## src/hdl/ppdq_pkg.sv

```systemverilog
package ppdq_pkg;

    localparam int QUEUE_DEPTH = 16;
    localparam int INDEX_BITS  = 20;
    localparam int MAX_RESULTS = 16;
    localparam int PTR_W       = $clog2(QUEUE_DEPTH);
    localparam int OCC_W       = PTR_W + 1;
    localparam int DATA_W      = 32;
    localparam int WIN_W       = 5;
    localparam int CNT_W       = 5;
    localparam int CMD_W       = 3;
    localparam int KIND_W      = 2;
    localparam int ADDR_W      = 3;

    // command codes
    localparam logic [CMD_W-1:0] CMD_ADD        = 3'd0;
    localparam logic [CMD_W-1:0] CMD_DATA_READY = 3'd1;
    localparam logic [CMD_W-1:0] CMD_PAYMENT    = 3'd2;
    localparam logic [CMD_W-1:0] CMD_NEXT_LOAD  = 3'd3;
    localparam logic [CMD_W-1:0] CMD_NEXT_SEND  = 3'd4;

    // result kinds
    localparam logic [KIND_W-1:0] KIND_LENGTH  = 2'd0;
    localparam logic [KIND_W-1:0] KIND_UPDATED = 2'd1;
    localparam logic [KIND_W-1:0] KIND_LOAD    = 2'd2;
    localparam logic [KIND_W-1:0] KIND_SEND    = 2'd3;

    // entry phases
    localparam logic [1:0] PH_NOTREQ  = 2'd0;
    localparam logic [1:0] PH_LOADING = 2'd1;
    localparam logic [1:0] PH_READY   = 2'd2;
    localparam logic [1:0] PH_WAITING = 2'd3;

    // register indexes (byte address bit 2)
    localparam logic REG_LOAD_WINDOW   = 1'b0;
    localparam logic REG_UNPAID_WINDOW = 1'b1;

    typedef struct packed {
        logic [KIND_W-1:0]     kind;
        logic [CNT_W-1:0]      count;
        logic [INDEX_BITS-1:0] piece;
        logic [DATA_W-1:0]     handle;
        logic                  last;
        logic                  full;
    } t_result;

    typedef struct packed {
        logic accept;  // item taken this cycle
        logic step;    // commit the scanned entry, advance
        logic finish;  // scan over, post any summary result
        logic flush;   // move held result to output as final beat
    } t_dp_cmd;

    typedef struct packed {
        logic done;
        logic can_step;
        logic pend_valid;
        logic out_free;
    } t_dp_stat;

    // entries to scan: window clipped to the occupancy and the result limit
    function automatic logic [OCC_W-1:0] scan_limit(input logic [WIN_W-1:0] win,
                                                    input logic [OCC_W-1:0] occ);
        int n;
        n = int'(win);
        if (n > int'(occ)) begin
            n = int'(occ);
        end
        if (n > MAX_RESULTS) begin
            n = MAX_RESULTS;
        end
        return OCC_W'(n);
    endfunction

endpackage

```

## src/hdl/paid_piece_delivery_queue.sv

```systemverilog
// In-order queue of up to 16 requested pieces, one command per input beat.
// Add waits in the flush state for the output register; payment and unknown
// commands never stall the input. Data ready scans every occupied entry;
// next load and next send scan the front window (clipped to the occupancy)
// one entry per cycle while no held result waits on a stalled output.
// The scan reads entries through the single read port of the entry store.
// Results leave through a one-deep output register and a held result, so a
// batch of n results only stalls the scan when the output side stalls. A
// batch that finds nothing gives no beat; payment never gives one. Windows
// are written over the APB port at 0x0 (load window) and 0x4 (unpaid window),
// 5 bits each, both 4 after reset, and must only be written while the block
// is idle.
module paid_piece_delivery_queue (
    input  logic                            i_clk,
    input  logic                            i_rst_n,
    // input channel
    input  logic                            i_in_valid,
    output logic                            o_in_stall,
    input  logic [ppdq_pkg::CMD_W-1:0]      i_cmd,
    input  logic [ppdq_pkg::INDEX_BITS-1:0] i_piece_index,
    input  logic [ppdq_pkg::DATA_W-1:0]     i_data_handle,
    // output channel
    output logic                            o_out_valid,
    input  logic                            i_out_stall,
    output logic [ppdq_pkg::KIND_W-1:0]     o_result_kind,
    output logic [ppdq_pkg::CNT_W-1:0]      o_count,
    output logic [ppdq_pkg::INDEX_BITS-1:0] o_piece_index_res,
    output logic [ppdq_pkg::DATA_W-1:0]     o_data_handle_res,
    output logic                            o_last,
    output logic                            o_full_res,
    // configuration
    input  logic                            psel,
    input  logic                            penable,
    input  logic                            pwrite,
    input  logic [ppdq_pkg::ADDR_W-1:0]     paddr,
    input  logic [31:0]                     pwdata,
    output logic [31:0]                     prdata,
    output logic                            pready
);
    import ppdq_pkg::*;

    logic [WIN_W-1:0] r_load_window;
    logic [WIN_W-1:0] r_unpaid_window;
    logic             cfg_wr;
    t_dp_cmd          ctl;
    t_dp_stat         stat;
    t_result          res;

    // register write on the access phase; pready is tied high
    assign pready = 1'b1;
    assign cfg_wr = psel && penable && pwrite;

    always_ff @(posedge i_clk) begin
        if (!i_rst_n) begin
            r_load_window   <= WIN_W'(4);
            r_unpaid_window <= WIN_W'(4);
        end else if (cfg_wr) begin
            if (paddr[2] == REG_LOAD_WINDOW) begin
                r_load_window <= pwdata[WIN_W-1:0];
            end else begin
                r_unpaid_window <= pwdata[WIN_W-1:0];
            end
        end
    end

    assign prdata = (paddr[2] == REG_UNPAID_WINDOW) ? 32'(r_unpaid_window)
                                                    : 32'(r_load_window);

    ppdq_ctrl u_ctrl (
        .i_clk      (i_clk),
        .i_rst_n    (i_rst_n),
        .i_in_valid (i_in_valid),
        .i_cmd      (i_cmd),
        .i_stat     (stat),
        .o_ctl      (ctl),
        .o_in_stall (o_in_stall)
    );

    ppdq_dp u_dp (
        .i_clk           (i_clk),
        .i_rst_n         (i_rst_n),
        .i_ctl           (ctl),
        .o_stat          (stat),
        .i_cmd           (i_cmd),
        .i_piece_index   (i_piece_index),
        .i_data_handle   (i_data_handle),
        .i_load_window   (r_load_window),
        .i_unpaid_window (r_unpaid_window),
        .i_out_stall     (i_out_stall),
        .o_out_valid     (o_out_valid),
        .o_result        (res)
    );

    // unpack the result beat
    assign o_result_kind     = res.kind;
    assign o_count           = res.count;
    assign o_piece_index_res = res.piece;
    assign o_data_handle_res = res.handle;
    assign o_last            = res.last;
    assign o_full_res        = res.full;

endmodule

```

## src/hdl/ppdq_ctrl.sv

```systemverilog
module ppdq_ctrl (
    input  logic                        i_clk,
    input  logic                        i_rst_n,
    input  logic                        i_in_valid,
    input  logic [ppdq_pkg::CMD_W-1:0]  i_cmd,
    input  ppdq_pkg::t_dp_stat          i_stat,
    output ppdq_pkg::t_dp_cmd           o_ctl,
    output logic                        o_in_stall
);
    import ppdq_pkg::*;

    typedef enum logic [1:0] {
        ST_IDLE,
        ST_SCAN,
        ST_FLUSH
    } t_state;

    t_state r_state;
    t_state n_state;

    always_comb begin
        n_state = r_state;
        o_ctl   = '0;
        case (r_state)
            ST_IDLE: begin
                if (i_in_valid) begin
                    o_ctl.accept = 1'b1;
                    case (i_cmd)
                        CMD_ADD:        n_state = ST_FLUSH;
                        CMD_DATA_READY: n_state = ST_SCAN;
                        CMD_NEXT_LOAD:  n_state = ST_SCAN;
                        CMD_NEXT_SEND:  n_state = ST_SCAN;
                        default:        n_state = ST_IDLE;
                    endcase
                end
            end
            ST_SCAN: begin
                if (i_stat.done) begin
                    o_ctl.finish = 1'b1;
                    n_state      = ST_FLUSH;
                end else if (i_stat.can_step) begin
                    o_ctl.step = 1'b1;
                end
            end
            ST_FLUSH: begin
                if (!i_stat.pend_valid) begin
                    n_state = ST_IDLE;
                end else if (i_stat.out_free) begin
                    o_ctl.flush = 1'b1;
                    n_state     = ST_IDLE;
                end
            end
            default: n_state = ST_IDLE;
        endcase
    end

    always_ff @(posedge i_clk) begin
        if (!i_rst_n) begin
            r_state <= ST_IDLE;
        end else begin
            r_state <= n_state;
        end
    end

    assign o_in_stall = (r_state != ST_IDLE);

endmodule

```

## src/hdl/ppdq_dp.sv

```systemverilog
module ppdq_dp (
    input  logic                           i_clk,
    input  logic                           i_rst_n,
    input  ppdq_pkg::t_dp_cmd              i_ctl,
    output ppdq_pkg::t_dp_stat             o_stat,
    input  logic [ppdq_pkg::CMD_W-1:0]     i_cmd,
    input  logic [ppdq_pkg::INDEX_BITS-1:0] i_piece_index,
    input  logic [ppdq_pkg::DATA_W-1:0]    i_data_handle,
    input  logic [ppdq_pkg::WIN_W-1:0]     i_load_window,
    input  logic [ppdq_pkg::WIN_W-1:0]     i_unpaid_window,
    input  logic                           i_out_stall,
    output logic                           o_out_valid,
    output ppdq_pkg::t_result              o_result
);
    import ppdq_pkg::*;

    // entry store, no reset: only occupied entries are read
    logic [INDEX_BITS-1:0] r_piece [QUEUE_DEPTH];
    logic [1:0]            r_phase [QUEUE_DEPTH];
    logic [DATA_W-1:0]     r_data  [QUEUE_DEPTH];

    logic [PTR_W-1:0]      r_head;
    logic [OCC_W-1:0]      r_occ;
    logic [CMD_W-1:0]      r_cmd;
    logic [INDEX_BITS-1:0] r_piece_in;
    logic [DATA_W-1:0]     r_handle_in;
    logic [OCC_W-1:0]      r_k;
    logic [OCC_W-1:0]      r_limit;
    logic [OCC_W-1:0]      r_cnt;
    logic                  r_pend_valid;
    t_result               r_pend;
    logic                  r_out_valid;
    t_result               r_out;

    logic [PTR_W-1:0]      slot;
    logic [PTR_W-1:0]      tail;
    logic [1:0]            ph;
    logic                  full;
    logic                  hit_dr;
    logic                  hit_ld;
    logic                  hit_sd;
    logic                  stop;
    logic                  emit;
    logic                  out_free;
    logic                  load_out;
    logic [OCC_W-1:0]      limit;
    t_result               emit_res;
    t_result               add_res;
    t_result               upd_res;
    t_result               out_res;

    assign slot     = r_head + r_k[PTR_W-1:0];
    assign tail     = r_head + r_occ[PTR_W-1:0];
    assign ph       = r_phase[slot];
    assign full     = (r_occ == OCC_W'(QUEUE_DEPTH));
    assign hit_dr   = (r_cmd == CMD_DATA_READY) && (ph == PH_LOADING)
                      && (r_piece[slot] == r_piece_in);
    assign hit_ld   = (r_cmd == CMD_NEXT_LOAD) && (ph == PH_NOTREQ);
    assign hit_sd   = (r_cmd == CMD_NEXT_SEND) && (ph == PH_READY);
    assign stop     = (r_cmd == CMD_NEXT_SEND)
                      && ((ph == PH_NOTREQ) || (ph == PH_LOADING));
    assign emit     = hit_ld || hit_sd;
    assign out_free = !r_out_valid || !i_out_stall;
    assign load_out = (i_ctl.step && emit && r_pend_valid) || i_ctl.flush;

    always_comb begin
        case (i_cmd)
            CMD_DATA_READY: limit = r_occ;
            CMD_NEXT_LOAD:  limit = scan_limit(i_load_window, r_occ);
            CMD_NEXT_SEND:  limit = scan_limit(i_unpaid_window, r_occ);
            default:        limit = '0;
        endcase
    end

    always_comb begin
        emit_res        = '0;
        emit_res.kind   = hit_ld ? KIND_LOAD : KIND_SEND;
        emit_res.piece  = hit_ld ? r_piece[slot] : '0;
        emit_res.handle = hit_sd ? r_data[slot] : '0;
    end

    // summary results and the beat moved to the output register
    always_comb begin
        add_res       = '0;
        add_res.kind  = KIND_LENGTH;
        add_res.full  = full;
        add_res.count = full ? CNT_W'(r_occ) : CNT_W'(OCC_W'(r_occ + 1'b1));
        upd_res       = '0;
        upd_res.kind  = KIND_UPDATED;
        upd_res.count = CNT_W'(r_cnt);
        out_res       = r_pend;
        out_res.last  = i_ctl.flush;
    end

    assign o_stat.done       = (r_k == r_limit) || stop;
    assign o_stat.can_step   = !(emit && r_pend_valid && !out_free);
    assign o_stat.pend_valid = r_pend_valid;
    assign o_stat.out_free   = out_free;

    // control state
    always_ff @(posedge i_clk) begin
        if (!i_rst_n) begin
            r_head       <= '0;
            r_occ        <= '0;
            r_pend_valid <= 1'b0;
            r_out_valid  <= 1'b0;
        end else begin
            if (load_out) begin
                r_out_valid <= 1'b1;
            end else if (!i_out_stall) begin
                r_out_valid <= 1'b0;
            end
            if (i_ctl.accept) begin
                if (i_cmd == CMD_ADD) begin
                    r_pend_valid <= 1'b1;
                    if (!full) begin
                        r_occ <= r_occ + 1'b1;
                    end
                end
                if ((i_cmd == CMD_PAYMENT) && (r_occ != '0)) begin
                    r_head <= r_head + 1'b1;
                    r_occ  <= r_occ - 1'b1;
                end
            end
            if (i_ctl.step && emit) begin
                r_pend_valid <= 1'b1;
            end
            if (i_ctl.finish && (r_cmd == CMD_DATA_READY)) begin
                r_pend_valid <= 1'b1;
            end
            if (i_ctl.flush) begin
                r_pend_valid <= 1'b0;
            end
        end
    end

    // payload and entry store
    always_ff @(posedge i_clk) begin
        if (i_ctl.accept) begin
            r_cmd       <= i_cmd;
            r_piece_in  <= i_piece_index;
            r_handle_in <= i_data_handle;
            r_k         <= '0;
            r_cnt       <= '0;
            r_limit     <= limit;
            if (i_cmd == CMD_ADD) begin
                r_pend <= add_res;
                if (!full) begin
                    r_piece[tail] <= i_piece_index;
                    r_phase[tail] <= PH_NOTREQ;
                end
            end
        end
        if (i_ctl.step) begin
            r_k <= r_k + 1'b1;
            if (hit_dr) begin
                r_phase[slot] <= PH_READY;
                r_data[slot]  <= r_handle_in;
                r_cnt         <= r_cnt + 1'b1;
            end
            if (emit) begin
                r_phase[slot] <= hit_ld ? PH_LOADING : PH_WAITING;
                r_pend        <= emit_res;
                if (r_pend_valid) begin
                    r_out <= out_res;
                end
            end
        end
        if (i_ctl.finish && (r_cmd == CMD_DATA_READY)) begin
            r_pend <= upd_res;
        end
        if (i_ctl.flush) begin
            r_out <= out_res;
        end
    end

    assign o_out_valid = r_out_valid;
    assign o_result    = r_out;

endmodule

```

## config.mk

```make
export PLATFORM = sky130hd
export DESIGN_NAME = paid_piece_delivery_queue
export DESIGN_NICKNAME = d
export VERILOG_FILES = /design/src/hdl/ppdq_pkg.sv /design/src/hdl/paid_piece_delivery_queue.sv /design/src/hdl/ppdq_ctrl.sv /design/src/hdl/ppdq_dp.sv
export SDC_FILE = /design/constraint.sdc
export NUM_CORES = 1
export LEC_CHECK = 0
export ABC_AREA = 1
export BUFFER_PORTS_ARGS = -buffer_cell sky130_fd_sc_hd__buf_2
export CORE_AREA = 2 2 228 320
export DETAILED_ROUTE_END_ITERATION = 7
export DIE_AREA = 0 0 230 322
export GPL_TIMING_DRIVEN = 0
export HOLD_SLACK_MARGIN = 0.08
export PLACE_DENSITY = 0.76
export SLEW_MARGIN = 20
export SYNTH_ARGS = -nofsm -noshare
export SYNTH_HDL_FRONTEND = slang
export SYNTH_SLANG_ARGS = --single-unit
```

## constraint.sdc

```tcl
create_clock -name i_clk -period 6.95 [get_ports i_clk]
set_input_delay 1.39 -clock i_clk [delete_from_list [all_inputs] [get_ports i_clk]]
set_output_delay 1.39 -clock i_clk [all_outputs]
set_load 0.03 [all_outputs]
```

# Word level (Yosys, flattened, before mapping)

Memory sizes are Yosys's and may differ from the RTL's.
Index checks and enable logic that the tools add are counted.

Memories kept: 3
Memory bits (read-only): 0
Flip-flop bits (word level): 215
Bits of input ports: 97
Bits in latches: 0
Logic and storage cells: 168
RAM bits: 864
Output and inout bits: 96

Reductions and logical operators: 44
$add $sub $neg: 7
Muxes and demuxes: 64
Bitwise gates (word level): 3
Magnitude comparators: 4
Shift-type cells: 0
$mul: 0
Div/mod/pow operators: 0
Equal/unequal tests: 18

Memory list:

| name         | words | bits a word | read ports | clocked after memory_dff | write ports | RTL line      | text |
|---|---|---|---|---|---|---|---|
| u_dp.r_data  | 16    | 32          | 1          | 0                        | 1           | ppdq_dp.sv:20 | `logic [DATA_W-1:0] r_data [QUEUE_DEPTH];` |
| u_dp.r_piece | 16    | 20          | 1          | 0                        | 1           | ppdq_dp.sv:18 | `logic [INDEX_BITS-1:0] r_piece [QUEUE_DEPTH];` |
| u_dp.r_phase | 16    | 2           | 1          | 0                        | 1           | ppdq_dp.sv:19 | `logic [1:0] r_phase [QUEUE_DEPTH];` |

Operator list:

| kind                                                | number |
|---|---|
| 2-to-1 mux 61 bit                                   | 8 |
| 2-to-1 mux 32 bit                                   | 3 |
| 2-to-1 mux 5 bit                                    | 13 |
| > comparator 32 x 6 -> 1 bit, second input constant | 2 |
| 2-to-1 mux 59 bit                                   | 1 |
| 2-to-1 mux 1 bit                                    | 26 |
| == test 20 bit                                      | 1 |
| 2-to-1 mux 20 bit                                   | 1 |
| 2-to-1 mux 2 bit                                    | 8 |
| adder 5 x 1 -> 5 bit, second input constant         | 3 |
| case mux 5 bit (3 select lines)                     | 1 |
| logical AND 1 bit                                   | 13 |
| nonzero test 2 bit                                  | 6 |
| > comparator 5 bit                                  | 2 |
| AND reduction 2 bit                                 | 5 |
| == test 3 x 2 -> 1 bit, second input constant       | 3 |
| AND reduction 3 bit                                 | 3 |
| adder 4 bit                                         | 2 |
| == test 3 x 1 -> 1 bit, second input constant       | 2 |
| == test 3 bit, second input constant                | 2 |
| case mux 2 bit (3 select lines)                     | 1 |
| nonzero test 3 bit                                  | 2 |
| == test 5 bit                                       | 1 |
| == test 5 bit, second input constant                | 1 |
| other kinds (18)                                    | 30 |

# Longest topological paths before layout

An unclocked memory read counts as a cell.

Word-level depth: 15
Gate-level depth with buffers: 24
Mapped depth without buffers: 23

# Hierarchy

Synthesis repeated with hierarchy kept, for this count alone.

Cell total of the unflattened synthesis: 3654
Area total of the unflattened synthesis: 43576.8 sq um

Modules (own cells, without submodules):

| module                    | sequential area each (sq um) | times used | area each (sq um) | cells an instance |
|---|---|---|---|---|
| ppdq_dp                   | 31240.0                      | 1          | 42694.7           | 3513 |
| paid_piece_delivery_queue | 200.2                        | 1          | 705.7             | 107 |
| ppdq_ctrl                 | 40.0                         | 1          | 176.4             | 34 |

# Worst setup path after synthesis

Ideal clock, no wire load.

Path type: reg-to-reg
Start: register, netlist name u_dp.r_k[0]
End: register u_dp.r_out (netlist bit u_dp.o_result[55]), data pin
Stages on the path, launching flop included: 21
Setup slack: 1982 ps
Data arrival time: 4830 ps
Path buffers: 2
Required time: 6812 ps
Library setup time: 138 ps
Path through: edfxtp_1 -> ha_1 -> fa_1 -> inv_2 -> nor2_2 -> buf_4 -> nand2_1 -> nand3_1 -> nand2_1 -> nand2_1 -> nand2_1 -> nand2_2 -> nor2_1 -> nand2_2 -> nand2_1 -> a21oi_4 -> nand2_2 -> o21ai_2 -> inv_2 -> buf_6 -> nor2_1

RTL lines:

| what                 | RTL line       | text |
|---|---|---|
| end signal, assigned | ppdq_dp.sv:165 | `r_out <= out_res;` |
| end signal, assigned | ppdq_dp.sv:173 | `r_out <= out_res;` |
| end, declared        | ppdq_dp.sv:33  | `t_result r_out;` |

# Final worst setup path

Start: register u_dp.r_k[0]
End: memory u_dp.r_data[7][6] (enable)

Word-level cells in the longest chain between the ends: 12

Ends and longest elaborated chain:

| what                                             | RTL line                                    | text |
|---|---|---|
| start, declared                                  | ppdq_dp.sv:27                               | `logic [OCC_W-1:0] r_k;` |
| start signal, assigned                           | ppdq_dp.sv:155                              | `r_k <= r_k + 1'b1;` |
| adder 4 bit                                      | ppdq_dp.sv:52                               | `assign slot = r_head + r_k[PTR_W-1:0];` |
| memory (16 x 2 bit)                              | --                                          |  |
| == test 2 bit or zero test 2 bit (tied branches) | ppdq_dp.sv:59, ppdq_dp.sv:58, ppdq_dp.sv:61 |  |
| logical AND 1 bit (on tied branches)             | ppdq_dp.sv:59, ppdq_dp.sv:58                |  |
| logical OR 1 bit                                 | ppdq_dp.sv:62                               | `assign emit = hit_ld \|\| hit_sd;` |
| logical AND 1 bit (2 in a row)                   | ppdq_dp.sv:96                               | `assign o_stat.can_step = !(emit && r_pend_valid && !out_free);` |
| 2-to-1 mux 1 bit                                 | ppdq_ctrl.sv:41                             | `end else if (i_stat.can_step) begin` |
| 2-to-1 mux 1 bit                                 | ppdq_ctrl.sv:38                             | `if (i_stat.done) begin` |
| 2-to-1 mux 2 bit                                 | ppdq_ctrl.sv:24                             | `case (r_state)` |
| 2-to-1 mux 1 bit                                 | ppdq_dp.sv:154                              | `if (i_ctl.step) begin` |
| 2-to-1 mux 1 bit (not written as such)           | ppdq_dp.sv:158                              | `r_data[slot] <= r_handle_in;` |
| end, declared                                    | ppdq_dp.sv:20                               |  |

Several ways; a longest one is shown, not always the timed one.

==> impl_metrics.yaml <==
flow_run:
  drv_cap: 0
sta:
  max_clock_freq_ghz: 0.156
  fin_worst_skew_ps: 29.6
  rsz0062_at_grt: "false"
  fin_crit_sh_pct: 92.2
  tightest_slew_ps: 1260
  setup_viol_count_final: 0
  maxSlewHeadroom_pct: 16.3
  maxSlewViolCount: 0
  hold_viol: 0
  holdWs_ps: 488
  period_minus_slack_ps: 6410
  tns_ps: 0
route:
  route.detailed.drc: 0
  drt_wl_total_um: 129000
  wl_met3_um: 13300
  routed_via_density: 6.29
  met1Wirelength_um: 41400
  topRoutingLayerUsed: "met5"
  wl_met2_um: 62800
  drt-initial-drc-count: 4273
  wire_per_inst_um: 27.3
  vias: 29700
  drtPass1Iterations: 6
  detail-route-antenna-nets: 0
critical_path:
  path_buf_inv: 4
  worstSetupStartpointType: "flip-flop"
  critPathCaptureType: "flip-flop"
  cp_cell_sequence: "ha_1 > fa_1 > inv_2 > buf_4 > clkbuf_1 > o21ai_0 > nand2_1 > nand2_1 > nand2_1 > nand2_1 > nand3b_1 > nand2_1 > nor3_1 > nand3_1 > nor3_1 > nand4_1 > nor2_4 > buf_16"
  cp_top_family: "simple AND/OR/NAND/NOR gates"
  path_class: "flip-flop to flip-flop"
  cp_max_fo: 17
  crit_required_ps: 7330
  cpMaxStageDelayCell: "nor2_4"
  slowest_delay_ps: 840
  worstPathArrival_ps: 6790
  path_common_cell: "nand2_1"
clock_network:
  cts_tree: "done"
  cts-root-buf: "clkbuf_16"
  clk_path_buf_depth: 3
  postCtsSetupRepairBufs: 0
  cts-resized-gates: 0
  cts_hold_buf: 0
  clkLatencyLatePin_ps: 700
  path_clk_slew_ps: 70
  ctsHtreeMaxLevel: 3
  numCtsBuffers: 97
  cts.sinks: 1078
finish:
  stdcell_area_mm2: 0.0487
  layout_common_cells: "edfxtp_1, nor2_1, nand2_1, o22ai_1, inv_1"
  utilization_pct: 68.5
  final_common_cell: "edfxtp_1"
  drive_gt1_share_pct: 12.6
  fin_nets: 3808
  syn_to_final_growth_pct: 15.1
global_route:
  grt.total_usage_pct: 34.6
  grt_max_degree: 38
  grt_pass1_vias: 28900
  grt_pass1_wl_um: 184000
  antenna_found_initial: 6
  grt-ovfl-total: 0
yosys:
  synth_edf_count: 989
  synthArstFlopShare_pct: 0
  synth-seq-cells: 1078
  avgSynthCellArea_um2: 12.5
  yosysUniqueCellTypes: 49
  synth_cells: 3390
  ys.warnings.count: 0
  synth-seq-area-share_pct: 74.4
  synth_flop_cell: "edfxtp_1"
  syn_area_mm2: 0.0423
floorplan:
  dieArea_mm2: 0.0741
  core_area_mm2: 0.0711
  die_x_um: 230
  start_util_pct: 59.5
  rows: 116
  ioPinCount: 193
  fp.dieH_um: 322
place:
  post_dp_cell_area_mm2: 0.0455
  portBuffers: 133
  gp_congestion: 0.929
  hpwl_um: 85300
power_and_ir_drop:
  ir_worst_vdd_v: 0.000238
  p_leak_nw: 17.8
  fin_total_pwr_mw: 14.4
  power_density_mw_per_mm2: 296
hold_path:
  min_path_type: "flip-flop to flip-flop"
run_status:
  run_status: "finished, final reports clean"
==> registers in the layout, indices dropped and copies added (netlist names) <==
| register | count |
|---|---|
| u_ctrl.r_state | 2 |
| u_dp.r_handle_in | 32 |
| u_dp.out_res | 60 |
| r_unpaid_window | 5 |
| u_dp.r_occ | 5 |
| u_dp.r_k | 5 |
| u_dp.r_limit | 5 |
| u_dp.r_head | 4 |
| u_dp.r_phase | 32 |
| u_dp.r_pend_valid | 1 |
| u_dp.o_out_valid | 1 |
| u_dp.r_piece | 320 |
| u_dp.o_result | 61 |
| r_load_window | 5 |
| u_dp.r_piece_in | 20 |
| u_dp.r_cmd | 3 |
| u_dp.r_data | 512 |
| u_dp.r_cnt | 5 |
==> path summary, 6_finish.rpt <==
kind                          from                end  slack, ps  cells past startpoint
setup / recovery       u_dp.r_k[0]  u_dp.r_data[7][6]        540                     18
hold / removal    u_dp.o_result[1]   u_dp.o_result[1]        490                      2
setup reg to reg       u_dp.r_k[0]  u_dp.r_data[7][6]        540                     18
hold reg to reg   u_dp.o_result[1]   u_dp.o_result[1]        490                      2
==> cell families (layout without fill, tap and decap cells) <==
logic type,Yosys count,after routing,share of synthesized area (%)
simple gates,1301,1301,12.4
flops,1078,1078,74.4
compound gates,559,559,7.78
buf+inv,409,758,4.27
fa+ha+maj,23,23,0.715
xor+xnor,17,17,0.370
other cells,2,31,0.0177
mux,1,1,0.0237
==> Yosys cell counts, types with 8 or more instances <==
master,count,share of area (%)
xor2_1,9,0.19
nand2_1,527,4.7
a31oi_1,36,0.53
buf_6,8,0.21
inv_1,213,1.9
clkbuf_1,83,0.74
inv_2,8,0.071
edfxtp_1,989,70
ha_1,21,0.62
dfxtp_1,89,4.2
a21oi_1,30,0.35
nand4_1,47,0.69
nand3_1,104,1.2
o22ai_1,260,3.8
buf_1,11,0.098
a32oi_1,14,0.29
buf_4,41,0.73
buf_2,44,0.52
o21ai_0,195,2.3
nor2_1,587,5.2
==> layer usage <==
metal  vias up  global-route usage [%]
met1     14200                    39.5
met2      2287                    58.3
met5         -                       0
met3       556                    6.06
li1      12600                       -
met4         4                    26.5
==> where the power goes <==
group	switching (mW)	internal, mW	total [mW]
combinational	1.25	0.413	1.66
sequential	0.114	7.20	7.32
clock	2.43	2.99	5.42
total	3.80	10.6	14.4
==> metrics by stage <==
stage | instances | worst slack [ps]
6_report | 4712 | 540
5_1_grt | 4711 | 387
4_1_cts | 4709 | 755
3_5_place_dp | 4533 | 839
3_3_place_gp | 4493 | -1100
2_1_floorplan | 3416 | 1980
==> worst reg2reg max path, cell delays in order, from the launching register on <==
cell,delay [ps]
edfxtp_1,480
ha_1,270
fa_1,530
inv_2,250
buf_4,260
clkbuf_1,750
o21ai_0,220
nand2_1,120
nand2_1,60
nand2_1,100
nand2_1,70
nand3b_1,140
nand2_1,140
nor3_1,280
nand3_1,160
nor3_1,540
nand4_1,590
nor2_4,840
buf_16,270
==> final cells by class <==
class / instances / area (um2)
inverters: 222 / 838
well taps: 944 / 1180
diodes: 3 / 7.51
repair buffers: 173 / 1680
clock buffers: 124 / 2580
plain buffers: 187 / 971
multi-input cells: 1929 / 9380
flip-flops and latches: 1078 / 31500
fillers: 4849 / 22400
clock inverters: 52 / 587
Power figures use the tool's default switching activity.
